===== src/rtl/signed_restoring_divider_core_defines.svh =====
`ifndef SIGNED_RESTORING_DIVIDER_CORE_DEFINES_SVH
`define SIGNED_RESTORING_DIVIDER_CORE_DEFINES_SVH

// Same-cycle implication, sampled on clk, quiet during rst.
`define SRD_ASSERT_NOW(label, cond, cons, msg) \
  label: assert property (@(posedge clk) disable iff (rst) (cond) |-> (cons)) else $error(msg);

// Next-cycle implication, sampled on clk, quiet during rst.
`define SRD_ASSERT_NEXT(label, cond, cons, msg) \
  label: assert property (@(posedge clk) disable iff (rst) (cond) |=> (cons)) else $error(msg);

`endif


===== src/rtl/srd_pkg.sv =====
package srd_pkg;

  localparam int WIDTH = 32;

  // Payload carried down the chain of division cells.
  typedef struct packed {
    logic [WIDTH-1:0] rem;    // partial remainder
    logic [WIDTH-1:0] acc;    // dividend bits still to go, quotient bits shifted in below
    logic [WIDTH-1:0] dvs;    // divisor magnitude
    logic             neg_q;  // negate quotient at the end
    logic             neg_r;  // negate remainder at the end
    logic             dbz;    // divisor was zero
  } item_t;

endpackage


===== src/rtl/srd_cell.sv =====
module srd_cell (
  input  logic           clk,
  input  logic           rst,
  input  logic           in_valid,
  output logic           in_ready,
  input  srd_pkg::item_t in_item,
  output logic           out_valid,
  input  logic           out_ready,
  output srd_pkg::item_t out_item
);

  logic                    valid;
  srd_pkg::item_t          item;
  srd_pkg::item_t          item_next;
  logic [srd_pkg::WIDTH:0] shifted;
  logic [srd_pkg::WIDTH:0] diff;
  logic                    fits;

  assign in_ready = !valid || out_ready;

  // One restoring step: shift in the next dividend bit, trial subtract, keep on no borrow.
  always_comb begin
    shifted         = {in_item.rem, in_item.acc[srd_pkg::WIDTH-1]};
    diff            = shifted - {1'b0, in_item.dvs};
    fits            = !diff[srd_pkg::WIDTH];
    item_next       = in_item;
    item_next.rem   = fits ? diff[srd_pkg::WIDTH-1:0] : shifted[srd_pkg::WIDTH-1:0];
    item_next.acc   = {in_item.acc[srd_pkg::WIDTH-2:0], fits};
  end

  always_ff @(posedge clk) begin
    if (rst) begin
      valid <= 1'b0;
    end else if (in_ready) begin
      valid <= in_valid;
    end
    if (in_valid && in_ready) begin
      item <= item_next;
    end
  end

  assign out_valid = valid;
  assign out_item  = item;

endmodule


===== config.mk =====
export PLATFORM = sky130hd
export DESIGN_NAME = srd_cell
export DESIGN_NICKNAME = d
export VERILOG_FILES = /design/src/rtl/signed_restoring_divider_core_defines.svh /design/src/rtl/srd_pkg.sv /design/src/rtl/srd_cell.sv
export SDC_FILE = /design/constraint.sdc
export NUM_CORES = 1
export LEC_CHECK = 0
export BUFFER_PORTS_ARGS = -buffer_cell sky130_fd_sc_hd__clkbuf_2
export CAP_MARGIN = 30
export CORE_ASPECT_RATIO = 1.75
export CORE_UTILIZATION = 45
export CTS_CLUSTER_SIZE = 14
export DETAILED_ROUTE_END_ITERATION = 6
export PLACE_DENSITY_LB_ADDON = 0.3
export SYNTH_ARGS = -nofsm -noshare
export SYNTH_HDL_FRONTEND = slang
export SYNTH_SLANG_ARGS = --single-unit

===== constraint.sdc =====
create_clock -name clk -period 5.9 [get_ports clk]
set_input_delay 0.885 -clock clk [delete_from_list [all_inputs] [get_ports clk]]
set_output_delay 0.885 -clock clk [all_outputs]
set_load 0.05 [all_outputs]

Word level (Yosys, flattened, before mapping) --
Cells that the tools add are included.
Word-level totals: bits in registers 100, bits of input ports 103, output and inout port bits 101
Operators by class: $add $sub $neg 1, muxes and demuxes 1, reductions and logical operators 4
Operators with widths (number):
- $sub 33x32->33 | 1
- $mux 32 | 1
- $logic_not 1->1 | 2
- $logic_and 1x1->1 | 1
- $logic_or 1x1->1 | 1

Longest topological paths before layout --
depth after elaboration 3, mapped depth 13, mapped depth without buffers 12

Worst setup path after synthesis --
Ideal clock, no wire load.
kind input to register, start point in out_ready, end point reg item (netlist bit out_item[0]), enable pin, arrival 3717 ps, data required time 5431 ps, slack 1715 ps, stages on the path 2, buffers on the path 0, path through nand2b_1 -> and2_1
On the way: cells in the longest elaborated chain, start to end 2
Ends and longest elaborated chain:
- from (decl) | line srd_cell.sv:8 | input logic out_ready,
- $logic_or 1x1->1 | line srd_cell.sv:19 | assign in_ready = !valid || out_ready;
- $logic_and 1x1->1 | line srd_cell.sv:37 | if (in_valid && in_ready) begin
- to (signal assigned) | line srd_cell.sv:38 | item <= item_next;
- to (decl) | line srd_cell.sv:13 | srd_pkg::item_t item;
No other way between the ends. A chain may end at the register's enable or synchronous reset.

==> flow_metrics.py <==
metrics = {
    "yosys": {
        "yosysUniqueCellTypes": 52,
        "yosysTopAreaCellShare": 0.5451,
        "synth_warnings": 0,
        "ys_seq_area_frac": 0.5487,
        "yosys.area.top_type": "edfxtp_1",
        "synth-seq-cells": 100,
        "syn_nets": 600,
        "syn_avg_cell_area_um2": 11.75,
        "synth_area_leaders": "edfxtp_1, ha_1, mux2_4",
        "yosys_most_used_dff": "edfxtp_1",
        "synthArstFlopShare": 0,
        "synthCells": 464,
        "synth_edf_count": 99,
        "ys_top_cells_by_count": "edfxtp_1, nand2_1, inv_1",
        "syn_area_um2": 5454,
        "synth_most_common_cell": "edfxtp_1",
    },
    "clock_tree": {
        "postCtsHoldBufs": 0,
        "cts_tree": "yes",
        "clk_path_buf_depth": 2,
        "clk_pin_slew_ns": 0.08,
        "clock_sink_count": 100,
        "cts_setup_buffers": 0,
        "clk_latency_ns": 0.36,
        "root_buffer": "clkbuf_16",
        "htree_num_levels": 3,
        "cts_made_buffers": 9,
        "post_cts_resized": 0,
    },
    "setup_path": {
        "r2r_end": "out_item[43]$_DFFE_PP_",
        "rr_worst_depth": 3,
        "worstPathArrival_ns": 4.24,
        "path_class": "input pin to flip-flop",
        "cp-end-kind": "flip-flop",
        "crit_fanout": 28,
        "worstSetupStartpointType": "input pin",
        "cp.required_ns": 6.01,
        "r2r_slack_ns": 3.82,
        "r2r_start": "out_valid$_SDFFE_PP0N_",
    },
    "layout": {
        "nets": 798,
        "final_util": 0.5864,
        "fill_cells": 1026,
        "synthToLayoutAreaGrowth_pct": 25.92,
        "drive_gt1_frac": 0.3643,
        "antennaDiodeCount": 0,
        "instances_no_fill": 802,
    },
    "min_path": {
        "min_path_cells": 2,
        "min_from": "out_valid$_SDFFE_PP0N_",
        "hold_path_class": "flip-flop to flip-flop",
        "hold_end": "out_valid$_SDFFE_PP0N_",
    },
    "power_and_ir_drop": {
        "total_power_uw": 2096,
        "ir_drop_mv": 0.1499,
        "p_leak_uw": 0.003212,
        "p_per_area_nw_per_um2": 305.2,
    },
    "drt": {
        "wl_met1_um": 4798,
        "first_pass_iters": 4,
        "top_layer_used": "met4",
        "drc": 0,
        "final_antenna_net_count": 0,
        "drt_wl_total_um": 14030,
        "met2_length_um": 7854,
        "num_vias": 4306,
        "drt_iter0_drc": 154,
        "vias_per_cell": 5.369,
        "post_drt_wl_per_cell_um": 17.50,
        "wl_met3_um": 889,
    },
    "floorplanning": {
        "core_um2": 11710,
        "core.rowCount": 52,
        "die-width_um": 85.22,
        "die_h_um": 147.6,
        "io_pins": 204,
        "die_area_um2": 12580,
        "start_util": 0.4657,
    },
    "placed_design": {
        "gp_congestion": 0.8261,
        "dpl.hpwl_um": 11090,
        "port_buffers": 203,
        "dpl_worst_slack_ns": 1.386,
        "dp.cells": 786,
    },
    "timing": {
        "tightest_slew_ns": 0.7875,
        "fmax_ghz": 0.2421,
        "final_hold_viol_count": 0,
        "fin_tns_setup_ns": 0,
        "relSlewSlack": 0.4725,
        "finalCriticalPeriod_ns": 4.131,
        "post-route-period-util": 0.7002,
        "rsz0062_at_grt": "no",
        "finClkSkew_ns": 0.009787,
        "setup_viol": 0,
        "drv_slew": 0,
        "fin_ws_ns": 1.769,
    },
    "grt": {
        "grt_max_degree": 59,
        "grt_pass1_wl_um": 21230,
        "grt_pass1_vias": 4392,
        "grt.total_usage": 0.2237,
        "antenna_found_initial": 0,
        "overflow": 0,
    },
    "run": {
        "cap_violations": 0,
    },
    "outcome": {
        "status": "finished, final reports clean",
    },
}
layout make-up:
class	instances	area, um2	share of cell area
Timing Repair Buffer	204	1023	0.1490
Clock inverter	7	77.57	0.01130
Clock buffer	9	225.2	0.03279
Inverter	40	150.1	0.02186
Multi-Input combinational cell	307	2230	0.3246
Sequential cell	100	2993	0.4358
Tap cell	135	168.9	0.02459
how the worst max path moves through the flow:
stage,startpoint,end,slack (ns)
2_1_floorplan,out_ready,out_item[0]$_DFFE_PP_,1.71
3_3_place_gp,in_item[19],out_item[87]$_DFFE_PP_,1.50
3_5_place_dp,in_item[19],out_item[87]$_DFFE_PP_,1.39
4_1_cts,in_item[16],out_item[81]$_DFFE_PP_,1.76
5_1_grt,in_item[19],out_item[70]$_DFFE_PP_,1.57
6_report,in_item[16],out_item[83]$_DFFE_PP_,1.77
cells by family after synthesis:
group                    count (synthesis)  share of synthesized area
XOR/XNOR                                24                    0.03854
AND/OR/NAND/NOR                        113                    0.09704
AO/OA/AOI/OAI                          118                     0.1443
multiplexers                            19                    0.05139
adder cells (fa/ha/maj)                 33                    0.07708
flip-flops                             100                     0.5487
buffers and inverters                   57                    0.04290
state kept, by name, indices dropped and copies added, names as in the netlist:
name,cells
out_item,99
out_valid,1
where the power goes:
part,total [uW],leakage [uW],switching [uW],internal [uW]
registers,874,0.000968,15.9,858
clock network,597,0.000144,296,301
logic,625,0.00210,426,199
metrics by stage:
stage          hold WS, ns  area [um2]
2_1_floorplan       0.9541        5454
3_3_place_gp        0.5077        6565
3_5_place_dp        0.5276        6565
4_1_cts             0.5368        6868
5_1_grt             0.5832        6868
6_report            0.5535        6868
worst max-delay path: stages:
cell      delay (ns)
clkbuf_2        0.10
inv_1           0.04
ha_1            0.36
a21oi_2         0.25
o211ai_1        0.13
a221o_1         0.34
a211o_1         0.31
o21a_1          0.22
o211ai_4        0.66
inv_2           0.51
mux2_4          0.42
cells in the final DEF (no fill, tap or decap), types with 2 or more instances in the layout:
cell type	n
clkbuf_2	203
edfxtp_1	99
nand2_1	47
inv_1	39
ha_1	32
a21oi_1	30
o21ai_0	27
nor2_1	23
mux2_4	18
a21o_1	15
xnor2_1	15
nand3_1	9
xor2_1	9
clkbuf_16	9
o211ai_1	6
and3_1	6
nand2b_1	5
nor2b_1	5
o21a_1	5
nand4_1	5
o21bai_1	5
a211oi_1	4
o31ai_1	4
a21boi_0	4
nor3_1	3
inv_6	3
and2_1	2
o2111ai_1	2
and4_1	2
a31oi_1	2
a41o_1	2
o41ai_1	2
clkinv_8	2
layer usage:
| metal | up-vias | track usage |
|---|---|---|
| li1 | 2113 | - |
| met1 | 1986 | 0.2113 |
| met2 | 181 | 0.4415 |
| met3 | 26 | 0.04969 |
| met4 | 0 | 0.1042 |
| met5 | - | 0 |
Power figures use the tool's default switching activity.
