File: src/rtl/signed_restoring_divider_core_defines.svh
`ifndef SIGNED_RESTORING_DIVIDER_CORE_DEFINES_SVH
`define SIGNED_RESTORING_DIVIDER_CORE_DEFINES_SVH

// Same-cycle implication, sampled on clk, quiet during rst.
`define SRD_ASSERT_NOW(label, cond, cons, msg) \
  label: assert property (@(posedge clk) disable iff (rst) (cond) |-> (cons)) else $error(msg);

// Next-cycle implication, sampled on clk, quiet during rst.
`define SRD_ASSERT_NEXT(label, cond, cons, msg) \
  label: assert property (@(posedge clk) disable iff (rst) (cond) |=> (cons)) else $error(msg);

`endif

File: src/rtl/srd_pkg.sv
package srd_pkg;

  localparam int WIDTH = 32;

  // Payload carried down the chain of division cells.
  typedef struct packed {
    logic [WIDTH-1:0] rem;    // partial remainder
    logic [WIDTH-1:0] acc;    // dividend bits still to go, quotient bits shifted in below
    logic [WIDTH-1:0] dvs;    // divisor magnitude
    logic             neg_q;  // negate quotient at the end
    logic             neg_r;  // negate remainder at the end
    logic             dbz;    // divisor was zero
  } item_t;

endpackage

File: src/rtl/srd_prep.sv
module srd_prep (
  input  logic                        clk,
  input  logic                        rst,
  input  logic                        in_valid,
  output logic                        in_ready,
  input  logic [srd_pkg::WIDTH-1:0]   dividend,
  input  logic [srd_pkg::WIDTH-1:0]   divisor,
  output logic                        out_valid,
  input  logic                        out_ready,
  output srd_pkg::item_t              out_item
);

  logic                      valid;
  srd_pkg::item_t            item;
  srd_pkg::item_t            item_next;
  logic                      a_neg;
  logic                      b_neg;

  assign a_neg    = dividend[srd_pkg::WIDTH-1];
  assign b_neg    = divisor[srd_pkg::WIDTH-1];
  assign in_ready = !valid || out_ready;

  // Strip signs; magnitudes are unsigned so the most negative value stays exact.
  always_comb begin
    item_next.rem   = '0;
    item_next.acc   = a_neg ? (~dividend + 1'b1) : dividend;
    item_next.dvs   = b_neg ? (~divisor + 1'b1) : divisor;
    item_next.neg_q = a_neg ^ b_neg;
    item_next.neg_r = a_neg;
    item_next.dbz   = (divisor == '0);
  end

  always_ff @(posedge clk) begin
    if (rst) begin
      valid <= 1'b0;
    end else if (in_ready) begin
      valid <= in_valid;
    end
    if (in_valid && in_ready) begin
      item <= item_next;
    end
  end

  assign out_valid = valid;
  assign out_item  = item;

endmodule

File: config.mk
export PLATFORM = sky130hd
export DESIGN_NAME = srd_prep
export DESIGN_NICKNAME = d
export VERILOG_FILES = /design/src/rtl/signed_restoring_divider_core_defines.svh /design/src/rtl/srd_pkg.sv /design/src/rtl/srd_prep.sv
export SDC_FILE = /design/constraint.sdc
export NUM_CORES = 1
export LEC_CHECK = 0
export BUFFER_PORTS_ARGS = -buffer_cell sky130_fd_sc_hd__buf_4
export CAP_MARGIN = 5
export CORE_MARGIN = 5
export CORE_UTILIZATION = 45
export DETAILED_ROUTE_END_ITERATION = 12
export PLACE_DENSITY = 0.77
export SLEW_MARGIN = 15
export SYNTH_ARGS = -nofsm -noshare
export SYNTH_HDL_FRONTEND = slang
export SYNTH_SLANG_ARGS = --single-unit
File: constraint.sdc
create_clock -name clk -period 3.7 [get_ports clk]
set_input_delay 0.925 -clock clk [delete_from_list [all_inputs] [get_ports clk]]
set_output_delay 0.925 -clock clk [all_outputs]
set_load 0.05 [all_outputs]
* After elaboration in Yosys (flattened, before gate mapping)
Index checks and enable logic that the tools add are counted.
** Word-level totals
- Bits in registers :: 68
- Bits in latches :: 0
- Memory bits (writable) :: 0
- ROM bits :: 0
- Logic and storage cells :: 19
- Memories :: 0
** Cells by class
- Add/subtract/negate cells :: 2
- Multiply operators :: 0
- Div/mod/pow operators :: 0
- $lt $le $gt $ge :: 0
- Equal/unequal tests :: 0
- Shifts and indexed selects :: 0
- Muxes and demuxes :: 2
- Bitwise operators :: 3
- Reductions and logical operators :: 4
** Operators with widths (count)
- 32-bit by 1-bit adder with 32-bit output (second input constant) :: 2
- 32-bit NOT :: 2
- 31-bit 2-to-1 mux :: 2
- 32-bit zero test :: 1
- 1-bit logical AND :: 1
- 1-bit zero test :: 1
- 1-bit logical OR :: 1
- 1-bit bitwise XOR :: 1

* Depth between registers and ports, before layout
- Depth after elaboration :: 3
- Depth in mapped cells :: 6
- Depth with buffers taken out :: 6

* Worst setup path after synthesis
OpenSTA, ideal clock, no wires.
- Path kind :: input to register
- Start point :: in out_ready
- End point :: reg item, in the netlist out_item[0] (enable)
- Library setup time :: 0.432 ns
- Data arrival time :: 3.042 ns
- Data required time :: 3.268 ns
- Setup slack :: 0.226 ns
- Cell stages on the path :: 2
- Buffers on the path :: 0
- Cell sequence :: nand2b_1 > and2_1
** On the way
- Longest elaborated chain between the ends :: 2
** RTL lines
- start: declaration :: line srd_prep.sv:9 : input logic out_ready,
- 1-bit logical OR :: line srd_prep.sv:21 : assign in_ready = !valid || out_ready;
- 1-bit logical AND :: line srd_prep.sv:39 : if (in_valid && in_ready) begin
- end signal: assignment :: line srd_prep.sv:40 : item <= item_next;
- end: declaration :: line srd_prep.sv:14 : srd_pkg::item_t item;
Every way passes these cells.
A chain may end at the register's enable or synchronous reset.

==> results_dict.tcl <==
set metrics [dict create \
    run_status "completed" \
    critical_path_class "in2reg" \
    worst_path_fanout_max 4 \
    crit_path_cell_trace "buf_4 -> inv_1 -> ha_1 -> nor4b_1 -> nand4_1 -> o41ai_1 -> xnor2_1" \
    synthArstFlopShare_pct 0 \
    grt_first_pass_wirelength_um 14000 \
    avgRoutedWirePerCell_um 16.3 \
    final.setup.tns_ps 0 \
    insertedDiodeCount 0 \
    p_comb_share_pct 29.4 \
    leakage_power_nw 1.93 \
    syn-instance-count 320 \
    routabilityCongestion 0.860 \
    dieArea_um2 10500 \
    timing.max_slew.rel_slack_pct 44.8 \
    clock_tree_from_tritoncts "built" \
    routed-via-count 2965 \
    final.period_utilization_pct 67.5 \
    synth.largest_area_cell "sky130_fd_sc_hd__edfxtp_1" \
    power.switching_fraction_pct 34.6 \
    grt-ovfl-total 0 \
    fin_total_pwr_mw 2.07 \
    maxCapViolCount 0 \
    numClockSinks 68 \
    place.port_buffers 136 \
    synth.cells.most_frequent "67 x sky130_fd_sc_hd__edfxtp_1, 55 x sky130_fd_sc_hd__xnor2_1, 32 x sky130_fd_sc_hd__buf_4" \
    worst_setup_path_end_kind "flip-flop" \
    cts_buffers 9 \
    synth_ff_type "sky130_fd_sc_hd__edfxtp_1" \
    global_route.usage.total_pct 17.3 \
    final.setup_skew_ps 10.3 \
    muxShareOfSynthArea_pct 0 \
    die_height_um 102 \
    synth.area.top_cells "sky130_fd_sc_hd__edfxtp_1 53%, sky130_fd_sc_hd__xnor2_1 13%, sky130_fd_sc_hd__buf_4 6.3%, sky130_fd_sc_hd__o31ai_1 3.3%, sky130_fd_sc_hd__nand2_1 2.4%" \
    vias_per_cell 5.20 \
    clkSlewWorstSetupHoldPaths_ps 70 \
    rows 33 \
    utilization_pct 60.5 \
    buffers_inserted_by_post_cts_timing_repair 0 \
    initial_core_util_pct 46.3 \
    worstPathArrival_ps 2570 \
    synthMostInstantiatedCell "sky130_fd_sc_hd__edfxtp_1" \
    irDropWorstVdd_v 0.000238 \
    dr.pass1.iters 4 \
    critical_path.startpoint_type "input pin" \
    hold_class "reg2reg" \
    yosys_warnings 0 \
    post_cts_hold_buffer_count 0 \
    drt-total-wl_um 9320 \
    timing.critical_path.buf_inv 2 \
    nNetsFinal 532 \
    largest_family_of_logic_cells_by_synthesized_area "simple AND/OR/NAND/NOR gates" \
    remaining_drc_errors 0 \
    synth_enable_flop_cells 67 \
    flow.area_growth_from_synthesis_pct 30.5 \
    cp_slowest_cell "sky130_fd_sc_hd__nor4b_1" \
    p_switching_uw 717 \
    cellPowerDensity_nw_per_um2 415 \
    filler_cell_count 700 \
    largest_net_degree_at_the_start_of_global_routing 35 \
    crit_family "simple AND/OR/NAND/NOR gates" \
    synth_area_per_cell_um2 12.0 \
    clk_root_buffer_cell "sky130_fd_sc_hd__clkbuf_8" \
    timing.final.crit_period_ps 2500 \
    vias_in_the_first_global_route 2926 \
    cts_repair_resize_count 0 \
    synthDistinctLibCells 41 \
    finalSetupViolCount 0 \
    achievable-frequency_mhz 401 \
    intPower_mw 1.35 \
    antenna_found_initial 0 \
    slowest_delay_ps 450 \
    synth_seq_area_share_pct 53.1 \
    post-dp-hpwl_um 7290 \
    finalWorstSetupSlack_ps 1200 \
    synth_compound_gate_area_share_pct 10.1 \
    chipWidth_um 102 \
    worst-endpoint-required_ps 3770 \
    h-tree-depth 3 \
    clock_power_share_pct 25.0 \
    worstMarginPinSlew_ps 828 \
    postRouteAntennaNets 0 \
    netlist_area_um2 3830 \
    drive_gt1_share_pct 35.5 \
    ios 169 \
    seqPwrFrac_pct 45.6 \
    synth_adder_area_share_pct 1.31 \
    finalHoldViolCount 0 \
    yosys_register_bits 68 \
    yosys.area_share.xor_xnor_pct 13.3 \
    rsz0062_at_grt "no" \
    dr.first_iter.drc_count 95 \
    slew_viol_final 0 \
    worst_skew_pair.late_latency_ps 330 \
    basic_gate_share_of_the_synthesized_area_counting_and_or_nand_and_nor_cells_pct 13.9 \
    cts-root-to-sink-buffers 2 \
    core_region_area_um2 8260 \
    dpl_worst_slack_ps 874 \
    yosys_top_cell_area_share_pct 52.6 \
]
[flip-flops by register name (all words and copies together) (netlist names)]
signal / count
out_item: 67
out_valid: 1
[worst reg2reg max path: stages (launching register included)]
cell and delay [ps]:
sky130_fd_sc_hd__dfxtp_1 310, sky130_fd_sc_hd__nand2b_1 100, sky130_fd_sc_hd__and2_2 690, sky130_fd_sc_hd__buf_12 330
[power groups by stage]
stage	sequential, mW	combinational, mW	clock [mW]
final	0.944	0.609	0.518
after global routing	0.949	0.639	0.557
after CTS	0.945	0.612	0.530
after detailed placement	0.961	0.611	0
after global placement	0.959	0.604	0
after floorplan	1.17	0.220	0
[cell usage in the layout (no fill, tap or decap), types with 2 or more instances in the layout]
| cell | instances |
|---|---|
| sky130_fd_sc_hd__nor4_1 | 12 |
| sky130_fd_sc_hd__nor4b_1 | 3 |
| sky130_fd_sc_hd__a31oi_1 | 2 |
| sky130_fd_sc_hd__nor3_1 | 5 |
| sky130_fd_sc_hd__ha_1 | 4 |
| sky130_fd_sc_hd__buf_4 | 136 |
| sky130_fd_sc_hd__clkinv_2 | 2 |
| sky130_fd_sc_hd__xor2_1 | 3 |
| sky130_fd_sc_hd__o41ai_2 | 2 |
| sky130_fd_sc_hd__nand2b_1 | 5 |
| sky130_fd_sc_hd__nor2_1 | 11 |
| sky130_fd_sc_hd__o31ai_1 | 17 |
| sky130_fd_sc_hd__nand3b_1 | 2 |
| sky130_fd_sc_hd__a21oi_1 | 2 |
| sky130_fd_sc_hd__or4_4 | 2 |
| sky130_fd_sc_hd__nand4_1 | 5 |
| sky130_fd_sc_hd__clkbuf_8 | 9 |
| sky130_fd_sc_hd__or4_1 | 3 |
| sky130_fd_sc_hd__nand3_1 | 3 |
| sky130_fd_sc_hd__nand4_2 | 2 |
| sky130_fd_sc_hd__conb_1 | 32 |
| sky130_fd_sc_hd__clkbuf_1 | 3 |
| sky130_fd_sc_hd__nand2_1 | 24 |
| sky130_fd_sc_hd__o41ai_1 | 8 |
| sky130_fd_sc_hd__or3_1 | 5 |
| sky130_fd_sc_hd__edfxtp_1 | 67 |
| sky130_fd_sc_hd__nor4_2 | 2 |
| sky130_fd_sc_hd__xnor2_1 | 55 |
| sky130_fd_sc_hd__inv_1 | 8 |
| sky130_fd_sc_hd__o21ai_0 | 17 |
[worst paths after layout]
check,slack [ps],depth (start not counted),to,from
setup reg to reg,1950,3,out_item[1],out_valid
hold / removal,520,2,out_valid,out_valid
setup / recovery,1200,7,out_item[63],dividend[1]
hold reg to reg,520,2,out_valid,out_valid
[final cells by class]
| class | count | area (um^2) | share of cell area, % |
|---|---|---|---|
| inverters | 8 | 30.0 | 0.601 |
| flip-flops and latches | 68 | 2030 | 40.7 |
| multi-input cells | 236 | 1600 | 32.0 |
| well taps | 105 | 131 | 2.63 |
| clock buffers | 12 | 135 | 2.71 |
| repair buffers | 137 | 1040 | 20.8 |
| clock inverters | 4 | 26.3 | 0.526 |
[routing by layer]
layer	vias up	part of all wire (%)	track usage, %	wire length (um)
met5	-	0	0	0
met4	0	1.3	5.65	121
met3	10	11	4.91	997
met2	161	50	29.9	4700
met1	1372	37	20.7	3490
li1	1422	-	-	-
[cells by family after synthesis]
group / count (synthesis)
AND/OR/NAND/NOR: 91
flip-flops: 68
AO/OA/AOI/OAI: 51
adder cells (fa/ha/maj): 4
buffers and inverters: 47
other: 1
XOR/XNOR: 58
[stage by stage]
| step | instances | area (um^2) | hold WS, ps |
|---|---|---|---|
| after CTS | 570 | 4990 | 527 |
| after detailed placement | 554 | 4830 | 513 |
| after global routing | 570 | 4990 | 557 |
| final | 570 | 4990 | 521 |
| after global placement | 554 | 4830 | 503 |
| after floorplan | 351 | 3940 | 994 |
Power figures use the tool's default switching activity.
