==> src/rtl/signed_restoring_divider_core_defines.svh <==
`ifndef SIGNED_RESTORING_DIVIDER_CORE_DEFINES_SVH
`define SIGNED_RESTORING_DIVIDER_CORE_DEFINES_SVH

// Same-cycle implication, sampled on clk, quiet during rst.
`define SRD_ASSERT_NOW(label, cond, cons, msg) \
  label: assert property (@(posedge clk) disable iff (rst) (cond) |-> (cons)) else $error(msg);

// Next-cycle implication, sampled on clk, quiet during rst.
`define SRD_ASSERT_NEXT(label, cond, cons, msg) \
  label: assert property (@(posedge clk) disable iff (rst) (cond) |=> (cons)) else $error(msg);

`endif

==> src/rtl/srd_pkg.sv <==
package srd_pkg;

  localparam int WIDTH = 32;

  // Payload carried down the chain of division cells.
  typedef struct packed {
    logic [WIDTH-1:0] rem;    // partial remainder
    logic [WIDTH-1:0] acc;    // dividend bits still to go, quotient bits shifted in below
    logic [WIDTH-1:0] dvs;    // divisor magnitude
    logic             neg_q;  // negate quotient at the end
    logic             neg_r;  // negate remainder at the end
    logic             dbz;    // divisor was zero
  } item_t;

endpackage

==> src/rtl/srd_fix.sv <==
module srd_fix (
  input  logic                      clk,
  input  logic                      rst,
  input  logic                      in_valid,
  output logic                      in_ready,
  input  srd_pkg::item_t            in_item,
  output logic                      out_valid,
  input  logic                      out_ready,
  output logic [srd_pkg::WIDTH-1:0] quotient,
  output logic [srd_pkg::WIDTH-1:0] remainder,
  output logic                      divide_by_zero
);

  logic                      valid;
  logic [srd_pkg::WIDTH-1:0] quo_next;
  logic [srd_pkg::WIDTH-1:0] rem_next;

  assign in_ready = !valid || out_ready;

  // Restore signs; a zero divisor forces all ones on both results.
  always_comb begin
    quo_next = in_item.neg_q ? (~in_item.acc + 1'b1) : in_item.acc;
    rem_next = in_item.neg_r ? (~in_item.rem + 1'b1) : in_item.rem;
    if (in_item.dbz) begin
      quo_next = '1;
      rem_next = '1;
    end
  end

  always_ff @(posedge clk) begin
    if (rst) begin
      valid <= 1'b0;
    end else if (in_ready) begin
      valid <= in_valid;
    end
    if (in_valid && in_ready) begin
      quotient       <= quo_next;
      remainder      <= rem_next;
      divide_by_zero <= in_item.dbz;
    end
  end

  assign out_valid = valid;

endmodule
==> config.mk <==
export PLATFORM = sky130hd
export DESIGN_NAME = srd_fix
export DESIGN_NICKNAME = d
export VERILOG_FILES = /design/src/rtl/signed_restoring_divider_core_defines.svh /design/src/rtl/srd_pkg.sv /design/src/rtl/srd_fix.sv
export SDC_FILE = /design/constraint.sdc
export NUM_CORES = 1
export LEC_CHECK = 0
export ABC_AREA = 1
export BUFFER_PORTS_ARGS = -buffer_cell sky130_fd_sc_hd__buf_2
export CAP_MARGIN = 30
export CORE_UTILIZATION = 50
export DETAILED_ROUTE_END_ITERATION = 16
export GPL_ROUTABILITY_DRIVEN = 0
export GPL_TIMING_DRIVEN = 0
export PLACE_DENSITY = 0.82
export SYNTH_ARGS = -nofsm -noshare
export SYNTH_HDL_FRONTEND = slang
export SYNTH_SLANG_ARGS = --single-unit
==> constraint.sdc <==
create_clock -name clk -period 6.8 [get_ports clk]
set_clock_uncertainty 0.15 [all_clocks]
set_input_delay 1.02 -clock clk [delete_from_list [all_inputs] [get_ports clk]]
set_output_delay 1.02 -clock clk [all_outputs]
set_load 0.005 [all_outputs]
* Word level (Yosys, flattened, before mapping)
Cells that the tools add are included.
** Cells by class
- Bitwise operators :: 2
- Multiplexer cells :: 2
- $add $sub $neg :: 2
- Reductions and logical operators :: 3
** Operator list (count)
- $add A32 B1 Y32 const B :: 2
- $mux W32 :: 2
- $not A32 Y32 :: 2
- $logic_and A1 B1 Y1 :: 1
- $logic_not A1 Y1 :: 1
- $logic_or A1 B1 Y1 :: 1
** Storage, ports and cells
- Logic and storage cells :: 13
- Register bits :: 66
- Output and inout port bits :: 67

* Depth between registers and ports, before layout
Gate-level depths: netlist of run 1.
- Depth after elaboration :: 3
- Mapped depth :: 10

* Least setup slack after synthesis of run 1
OpenSTA, ideal clock, no wires.
- Path type :: in2reg
- From :: input in_valid
- To :: register divide_by_zero, enable pin
- Arrival time :: 4.216 ns
- Setup slack :: 1.924 ns
- Cell stages on the path :: 2
- Required time :: 6.141 ns
- Buffers on the path :: 0
- Path through :: inv_1 -> a21oi_1
** On the way
- Longest elaborated chain between the ends :: 1
** RTL lines
- start: declaration :: line srd_fix.sv:4 : input logic in_valid,
- $logic_and A1 B1 Y1 :: line srd_fix.sv:36 : if (in_valid && in_ready) begin
- end signal: assignment :: line srd_fix.sv:39 : divide_by_zero <= in_item.dbz;
- end: declaration :: line srd_fix.sv:11 : output logic divide_by_zero
Every way passes these cells.
A chain may end at the register's enable or synchronous reset.

* Worst setup path after layout of run 1
- From :: input out_ready
- To :: output in_ready
** On the way
- Longest elaborated chain between the ends :: 1
** RTL lines
- start: declaration :: line srd_fix.sv:8 : input logic out_ready,
- $logic_or A1 B1 Y1 :: line srd_fix.sv:18 : assign in_ready = !valid || out_ready;
- end: declaration :: line srd_fix.sv:5 : output logic in_ready,
Every way passes these cells.

==> impl_metrics.tcl, run 1 <==
set metrics [dict create \
    outcome "completed" \
    ir_worst_vdd_mv 0.104 \
    max_stage_delay_ns 0.13 \
    die_h_um 93.3 \
    dpl.hpwl_um 8420 \
    final_area_mm2 0.00525 \
    syn_nets 649 \
    route.vias.total 4378 \
    rows 32 \
    rsz0062_at_grt "no" \
    power_frac_clock_pct 34.2 \
    first_pass_iters 5 \
    synth_area_mm2 0.00417 \
    worstSetupPathType "input pin to primary output" \
    drt_iter0_drc 315 \
    nFillCells 639 \
    finalSetupViolations 0 \
    p_switching_mw 0.265 \
    overflow 0 \
    grt_usage_pct 25.5 \
    vias_per_cell 5.47 \
    placed_area_mm2 0.00504 \
    core_mm2 0.00789 \
    drcViolationCount 0 \
    finalCritPeriodShare_pct 38.0 \
    wl_per_cell_um 13.7 \
    clock-sinks 66 \
    h-tree-depth 3 \
    finalWorstSetupSlack_ns 4.22 \
    internal_power_mw 0.746 \
    cp.required_ns 5.63 \
    dieWidth_um 93.3 \
    worst_r2r_path_depth 2 \
    clock_latency_ns 0.33 \
    cts-buffers-inserted 9 \
    power_leakage_nw 2.37 \
    synth.area.top_cells "edfxtp_1 47%, nand2_1 12%, nand3_1 12%" \
    seq_area_frac_synth_pct 47.3 \
    cp_num_cells 4 \
    tns_ns 0 \
    ios 170 \
    root_buffer "clkbuf_8" \
    worstPathArrival_ns 1.41 \
    yosysTopAreaCellShare_pct 46.8 \
    cellPowerDensity_mw_per_mm2 193 \
    seqPwrFrac_pct 47.8 \
    path_max_fanout 2 \
    antenna_found_initial 0 \
    die_area_mm2 0.00871 \
    initial_core_util_pct 52.9 \
    yosysTopAreaCell "edfxtp_1" \
    comb_power_share_pct 18.1 \
    postRouteWirelength_um 10900 \
    path_clk_slew_ns 0.07 \
    synth.avg_cell_area_um2 7.67 \
    diodes 0 \
    cts_setup_buffers 0 \
    grt_pass1_vias 3911 \
    ctsLongestPathBuffers 2 \
    grt_max_degree 31 \
    post-place-ws_ns 4.07 \
    ys_types 31 \
    hold_depth 2 \
    whs_ns 0.385 \
    start_kind "input pin" \
    io_buffers 136 \
    hold_viol_final 0 \
    max_slew.worst_pin.slew_ns 0.605 \
    path_delay_family "buffers and inverters" \
    drive_gt1_share_pct 26.9 \
    synthCells 544 \
    fin_util_pct 66.5 \
    cp.buffers_inverters 3 \
    hold_class "register to register" \
    grt_pass1_wl_um 17300 \
    drv_slew 0 \
    cp_cell_sequence "buf_2, inv_1, nand2_1, buf_2" \
    yosys_warnings 0 \
    min_period_ns 2.58 \
    crit_path_end_kind "primary output" \
    holdBufCountCts 0 \
    ctsResizeCount 0 \
    critPathSlowestCell "buf_2" \
    area_growth_syn_to_layout_pct 25.8 \
    max_freq_mhz 387 \
    slew_headroom_pct 59.6 \
    switching_share_pct 26.2 \
    nets 798 \
    crit_top_cell "buf_2" \
    ys_ff_latch 66 \
    drv_cap 0 \
    cts_tree "done" \
    ant_nets 0 \
]
area by class of cell:
cell class	instances	area (µm²)	share of cell area, %
Multi-Input combinational cell	401	1890	36.1
Timing Repair Buffer	138	728	13.9
Tap cell	102	128	2.43
Clock buffer	14	173	3.29
Inverter	62	233	4.44
Sequential cell	66	1970	37.6
Clock inverter	2	35.0	0.668
Buffer	15	83.8	1.60
power groups by stage:
stage / clock (mW) / sequential [mW] / combinational [mW]
2_1_floorplan: 0 / 0.498 / 0.0922
3_3_place_gp: 0 / 0.495 / 0.169
3_5_place_dp: 0 / 0.492 / 0.178
4_1_cts: 0.348 / 0.483 / 0.180
5_1_grt: 0.369 / 0.484 / 0.202
6_report: 0.345 / 0.483 / 0.182
worst paths after layout:
| check | startpoint | end | slack (ns) |
|---|---|---|---|
| max | out_ready | in_ready | 4.22 |
| min | out_valid | out_valid | 0.39 |
| min reg2reg | out_valid | out_valid | 0.39 |
| max reg2reg | out_valid | remainder[19] | 5.20 |
layer usage:
layer | wire length (µm) | vias to the layer above | part of all wire [%] | GRT usage, %
li1 | - | 2143 | - | -
met4 | 378 | 0 | 3.5 | 13.1
met2 | 5160 | 283 | 47 | 43.2
met5 | 0 | - | 0 | 0
met1 | 4270 | 1903 | 39 | 30.9
met3 | 1110 | 49 | 10 | 4.72
flip-flops by register name, indices dropped and copies added (netlist names):
| name | count |
|---|---|
| divide_by_zero | 1 |
| out_valid | 1 |
| quotient | 32 |
| remainder | 32 |
cells in the final DEF (no fill, tap or decap), types with 9 or more instances in the layout:
| cell | count |
|---|---|
| o21ai_0 | 26 |
| nand3_1 | 102 |
| inv_1 | 57 |
| nand2_1 | 138 |
| nand4_1 | 13 |
| buf_2 | 140 |
| edfxtp_1 | 65 |
| nor2_1 | 61 |
| clkbuf_1 | 9 |
| clkbuf_8 | 12 |
| a21oi_1 | 15 |
synthesized netlist by cell type:
| master | count |
|---|---|
| buf_6 | 2 |
| buf_2 | 4 |
| buf_4 | 2 |
| nand3_1 | 102 |
| o21ai_1 | 5 |
| edfxtp_1 | 65 |
| and2_1 | 1 |
| or2_2 | 1 |
| o21ai_0 | 26 |
| nor3_1 | 3 |
| nor2_2 | 4 |
| nand4_1 | 13 |
| a21oi_1 | 16 |
| a21o_1 | 4 |
| inv_2 | 5 |
| nor2_1 | 61 |
| a21o_2 | 2 |
| dfxtp_1 | 1 |
| nand2_4 | 1 |
| nand3b_1 | 6 |
| ha_1 | 2 |
| clkbuf_1 | 7 |
| nand2_2 | 8 |
| nand3_2 | 2 |
| nand3b_2 | 1 |
| o21ai_2 | 1 |
| nor2_4 | 2 |
| a31oi_1 | 1 |
| nand2_1 | 138 |
| o31ai_1 | 1 |
| inv_1 | 57 |
logic make-up after synthesis:
group / after synthesis / synth area share (%)
AO/OA/AOI/OAI: 56 / 7.32
adder cells (fa/ha/maj): 2 / 0.600
AND/OR/NAND/NOR: 343 / 37.2
buffers and inverters: 77 / 7.59
flip-flops: 66 / 47.3
worst reg2reg max path, delay by kind of cell (launching register included):
family                 cells  cell delay [ns]
AOI/OAI and AO/OA          1             0.52
DFF                        1             0.34
buffers and inverters      1             0.27
metrics by stage:
stage | cells | total power [mW]
CTS | 800 | 1.01
global route | 800 | 1.06
global placement | 782 | 0.664
finish | 800 | 1.01
detailed placement | 784 | 0.670
floorplan | 544 | 0.590
(Power assumes the default switching activity.)
==> run 2: changes to the inputs <==
ABC_AREA = 0   (was 1)
CORE_UTILIZATION = 44   (was 50)
PLACE_DENSITY = 0.77   (was 0.82)
clock period = 2.2 ns   (was 6.8 ns; I/O delays follow)
==> run 2 against run 1 <==
Compared with the run above: utilization decreased by 8.2 points; sequential power grew to 3.1 times the previous value; combinational power grew to 3.0 times the previous value; first-iteration DRC count up 3.5%; sequential cell count unchanged; clock power rose to 2.9 times the previous value; sequential share of layout area decreased by 0.82 points; largest cell class is now multi-input gates; largest power group unchanged.
==> impl_metrics.tcl, run 2 <==
set metrics [dict create \
    initial_core_util_pct 45.1 \
    cp_num_cells 6 \
    cp.required_ns 2.25 \
    ant_nets 0 \
    route.vias.total 3992 \
    synth.most_common_cell "edfxtp_1" \
    max_freq_mhz 457 \
    first_pass_iters 5 \
    outcome "completed" \
    grt_max_degree 66 \
    ys_types 41 \
    grt_usage_pct 23.3 \
    rsz0062_at_grt "yes" \
    h-tree-depth 3 \
    worstPathArrival_ns 2.24 \
    yosysTopAreaCell "edfxtp_1" \
    r2r_end "remainder[4]" \
    antenna_found_initial 0 \
    cts-buffers-inserted 9 \
    slew_headroom_pct 41.5 \
    tns_ns 0 \
    rows 35 \
    multiInputGateArea_mm2 0.00210 \
    nFillCells 803 \
    diodes 0 \
    critPathSlowestCell "or4b_4" \
    final_cell_mix "132 x buf_2, 65 x edfxtp_1, 56 x nor2_1" \
    synth_area_mm2 0.00415 \
    hold_viol_final 0 \
    io_buffers 136 \
    synthCells 420 \
    worstSetupPathType "input pin to register" \
    die_area_mm2 0.00982 \
    path_clk_slew_ns 0.08 \
    final_common_cell "buf_2" \
    finalCritPeriodShare_pct 99.5 \
    start_kind "input pin" \
    ys.flop_type "edfxtp_1" \
    ir_worst_vdd_mv 0.294 \
    path_max_fanout 6 \
    root_buffer "clkbuf_8" \
    crit_path_end_kind "register" \
    r2r_start "out_valid" \
    cp_cell_sequence "buf_6, or4_4, or4b_4, buf_6, o41ai_4, mux2i_1" \
    hold_class "input pin to register" \
    power_leakage_nw 2.16 \
    drv_slew 0 \
    post-place-ws_ns -0.681 \
    synth_edf_count 65 \
    max_slew.worst_pin.slew_ns 0.877 \
    synthArstFlopShare_pct 0 \
    min_period_ns 2.19 \
    grt_pass1_wl_um 17800 \
    hold_path_startpoint "in_item[0]" \
    r2r_setup_slack_ns 0.49 \
    yosys_warnings 0 \
    cts_tree "done" \
    crit_top_cell "buf_6" \
    ctsLongestPathBuffers 2 \
    wl_per_cell_um 17.2 \
    core_mm2 0.00920 \
    drt_iter0_drc 326 \
    cp.buffers_inverters 2 \
    die_h_um 99.1 \
    yosysTopAreaCellShare_pct 47.1 \
    path_delay_family "simple AND/OR/NAND/NOR gates" \
    hold_depth 1 \
    worst_r2r_path_depth 2 \
    critical_path.startpoint "in_item[45]" \
    clock_latency_ns 0.35 \
    ff_latch_area_mm2 0.00197 \
    min_to "divide_by_zero" \
    ios 170 \
    vias_per_cell 5.78 \
    nets 680 \
    finalSetupViolations 0 \
    largestRegisters "quotient (32), remainder (32)" \
    yosys-top-cells-count "65 x edfxtp_1, 58 x nor2_1, 29 x nand2_1" \
    finalWorstSetupSlack_ns 0.0111 \
    synth.area.top_cells "edfxtp_1 47%, mux2i_1 5.8%, nor2_1 5.3%" \
    seq_area_frac_synth_pct 47.6 \
    synth.avg_cell_area_um2 9.87 \
    dieWidth_um 99.1 \
    cellPowerDensity_mw_per_mm2 571 \
    drv_cap 0 \
    clock-sinks 66 \
    ys_ff_latch 66 \
    area_growth_syn_to_layout_pct 29.3 \
    overflow 0 \
    syn_nets 525 \
    drive_gt1_share_pct 31.9 \
    max_stage_delay_ns 0.64 \
    drcViolationCount 0 \
    grt_pass1_vias 3670 \
    postRouteWirelength_um 11900 \
    dpl.hpwl_um 8150 \
]
==> run 2: cell count changes after synthesis, sizes merged, moves of 11 or more <==
| cell | change |
|---|---|
| nor3 | +16 |
| o21ai | -25 |
| xor2 | +22 |
| mux2i | +24 |
| inv | -49 |
| o31ai | +11 |
| nand3 | -96 |
| o41ai | +13 |
| nand4 | -12 |
| clkbuf | +20 |
| nor2b | +20 |
| nor4 | +18 |
| nand2 | -118 |
==> run 2: how the worst max path moves through the flow <==
stage | end | slack (ns)
2_1_floorplan | quotient[19] | -0.23
3_5_place_dp | quotient[27] | -0.68
5_1_grt | quotient[17] | -0.04
4_1_cts | quotient[19] | 0.0006
3_3_place_gp | quotient[28] | -0.65
6_report | quotient[21] | 0.01
==> run 2: final cells by class <==
cell class              instances  area share, %
plain buffers                  28           2.15
clock buffers                  11           2.45
clock inverters                 5           1.03
inverters                      13          0.910
multi-input cells             310           39.2
flip-flops and latches         66           36.8
well taps                     111           2.59
repair buffers                147           14.9
==> run 2: where the power goes <==
group / internal [mW] / switching [mW]
clock network: 0.521 / 0.488
registers: 1.48 / 0.0194
logic: 0.228 / 0.325
==> run 2: repair_timing <==
| action | 4_1_cts | 5_1_grt |
|---|---|---|
| hold buffers | 1 | 0 |
| endpoints found under the hold margin | 1 | 0 |
| endpoints found under the setup margin | 16 | 20 |
| resized for setup | 10 | 14 |
| buffers inserted | 6 | 4 |
| pin swaps | 5 | 5 |
==> run 2: stage by stage <==
stage	instance area, µm²	util [%]	instances	total power [mW]	hold WS (ns)
2_1_floorplan	4200	-	420	1.81	0.249
3_3_place_gp	5020	54.6	667	2.04	0.332
3_5_place_dp	5020	54.6	667	2.06	0.341
4_1_cts	5300	57.6	688	3.07	0.0439
5_1_grt	5360	58.3	691	3.18	0.0394
6_report	5360	58.3	691	3.06	0.0497
==> run 2: layer usage <==
| layer | GRT usage (%) | wire length (µm) | vias up |
|---|---|---|---|
| met5 | 0 | 0 | - |
| met4 | 13.3 | 379 | 0 |
| met3 | 3.19 | 815 | 37 |
| met2 | 38.2 | 5760 | 209 |
| met1 | 29.8 | 4900 | 1875 |
| li1 | - | - | 1871 |
==> run 2: worst reg2reg max path: stages, from the launching register on <==
cell	delay (ns)
dfxtp_1	0.31
nand2b_1	0.10
and2_4	0.74
==> run 2: kinds of logic after synthesis <==
group / share of synthesized area, %
flip-flops: 47.6
multiplexers: 5.79
buffers and inverters: 4.22
XOR/XNOR: 5.07
AO/OA/AOI/OAI: 11.1
adder cells (fa/ha/maj): 0.603
AND/OR/NAND/NOR: 25.6
==> run 3: changes to the inputs <==
REMOVE_ABC_BUFFERS = 1   (was default)
==> run 3 against run 2 <==
Compared with the run above: non-clock buffer count shrank 28; largest cell class unchanged; largest power group unchanged; clock power is essentially flat; sequential cell count unchanged; utilization down 2.0 points.
==> impl_metrics.tcl, run 3 (synthesis results as in run 2) <==
set metrics [dict create \
    outcome "completed" \
    hold_depth 3 \
    path_delay_family "simple AND/OR/NAND/NOR gates" \
    postRouteWirelength_um 10300 \
    whs_ns 0.0885 \
    drv_slew 0 \
    h-tree-depth 3 \
    grt_pass1_wl_um 16300 \
    drcViolationCount 0 \
    worst_r2r_path_depth 2 \
    ant_nets 0 \
    critPathSlowestCell "or4b_4" \
    first_pass_iters 5 \
    route.vias.total 3812 \
    cp_cell_sequence "buf_2, or4_4, or4b_4, o41ai_4, mux2i_1" \
    max_slew.worst_pin.slew_ns 0.912 \
    root_buffer "clkbuf_8" \
    diodes 0 \
    cts_tree "done" \
    finalSetupViolations 0 \
    die_area_mm2 0.00982 \
    cp.buffers_inverters 1 \
    ctsLongestPathBuffers 2 \
    finalCritPeriodShare_pct 100 \
    overflow 0 \
    crit_path_end_kind "register" \
    cp.required_ns 2.22 \
    nFillCells 794 \
    ir_worst_vdd_mv 0.310 \
    worstPathArrival_ns 2.22 \
    vias_per_cell 5.74 \
    hold_path_startpoint "in_valid" \
    path_max_fanout 6 \
    core_mm2 0.00920 \
    dpl.hpwl_um 7060 \
    path_clk_slew_ns 0.08 \
    ff_latch_area_mm2 0.00197 \
    drt_iter0_drc 215 \
    grt_usage_pct 20.8 \
    drv_cap 0 \
    grt_max_degree 66 \
    dieWidth_um 99.1 \
    power_mw 3.04 \
    worstSetupPathType "input pin to register" \
    slew_headroom_pct 39.2 \
    hold_viol_final 0 \
    r2r_start "out_valid" \
    multiInputGateArea_mm2 0.00204 \
    ios 170 \
    final_common_cell "buf_2" \
    clock-sinks 66 \
    max_freq_mhz 455 \
    antenna_found_initial 0 \
    die_h_um 99.1 \
    area_growth_syn_to_layout_pct 24.9 \
    cts-buffers-inserted 9 \
    initial_core_util_pct 45.1 \
    largestRegisters "quotient (32), remainder (32)" \
    min_to "out_valid" \
    r2r_end "quotient[24]" \
    clock_latency_ns 0.33 \
    max_stage_delay_ns 0.62 \
    nets 653 \
    critical_path.startpoint "in_item[42]" \
    min_period_ns 2.20 \
    r2r_setup_slack_ns 0.45 \
    start_kind "input pin" \
    grt_pass1_vias 3575 \
    final_area_mm2 0.00518 \
    final_cell_mix "138 x buf_2, 65 x edfxtp_1, 58 x nor2_1" \
    placed_area_mm2 0.00489 \
    power_leakage_nw 2.08 \
    io_buffers 137 \
    rows 35 \
    rsz0062_at_grt "yes" \
    cellPowerDensity_mw_per_mm2 588 \
    wl_per_cell_um 15.6 \
    hold_class "input pin to register" \
    drive_gt1_share_pct 32.5 \
]
-- run 3: cell count changes in the layout (fill, tap and decap cells not counted), moves of 2 or more --
cell	before	now
buf_2	132	138
buf_4	10	6
buf_6	6	0
clkbuf_1	26	0
nor2_1	56	58
nor2_2	2	0
nor4_1	13	15
o41ai_1	8	10
o41ai_4	3	1
-- run 3: worst max-delay path by stage --
stage,end,slack [ns],depth (start not counted)
finish,quotient[21],0.00007,5
global route,quotient[21],-0.003,5
CTS,quotient[29],0.006,6
detailed placement,quotient[29],-0.64,5
global placement,remainder[10],-1.07,3
floorplan,divide_by_zero,-0.40,2
-- run 3: layout make-up --
class / instances / area share (%)
Timing Repair Buffer: 147 / 15.1
Timing Repair inverter: 1 / 0.0967
Tap cell: 111 / 2.68
Inverter: 13 / 1.01
Clock inverter: 7 / 1.33
Sequential cell: 66 / 38.1
Multi-Input combinational cell: 310 / 39.3
Clock buffer: 9 / 2.39
-- run 3: report_power, final --
| group | switching, mW | total, mW | internal, mW |
|---|---|---|---|
| Clock | 0.500 | 1.02 | 0.522 |
| Sequential | 0.0182 | 1.50 | 1.48 |
| Combinational | 0.304 | 0.520 | 0.217 |
-- run 3: routing by layer --
metal	global-route usage [%]	vias up	share of wire, %
li1	-	1827	-
met1	26.5	1793	42
met2	34.3	172	49
met3	3.40	20	6.3
met4	10.5	0	2.3
met5	0	-	0
-- run 3: worst min-delay path, cell delays in order --
cell and delay [ns]:
buf_2 0.10, inv_1 0.04, a21oi_1 0.05
-- run 3: timing repair --
| action | in CTS | in global routing |
|---|---|---|
| resized for setup | 5 | 3 |
| setup endpoints to repair | 17 | 15 |
| hold buffers | 1 | 0 |
| pin swaps | 4 | 1 |
| hold endpoints to repair | 1 | 0 |
| gates cloned | 0 | 1 |
| buffers inserted | 4 | 1 |
-- run 3: per-stage QoR --
stage               instances  setup TNS (ns)  worst slack (ns)  util (%)
finish                    664               0         0.0000748      56.3
global route              664        -0.00272          -0.00272      56.3
CTS                       662               0           0.00624      56.1
detailed placement        641          -12.93            -0.640      53.2
global placement          637         -103.19             -1.07      52.7
floorplan                 389          -30.77            -0.404         -
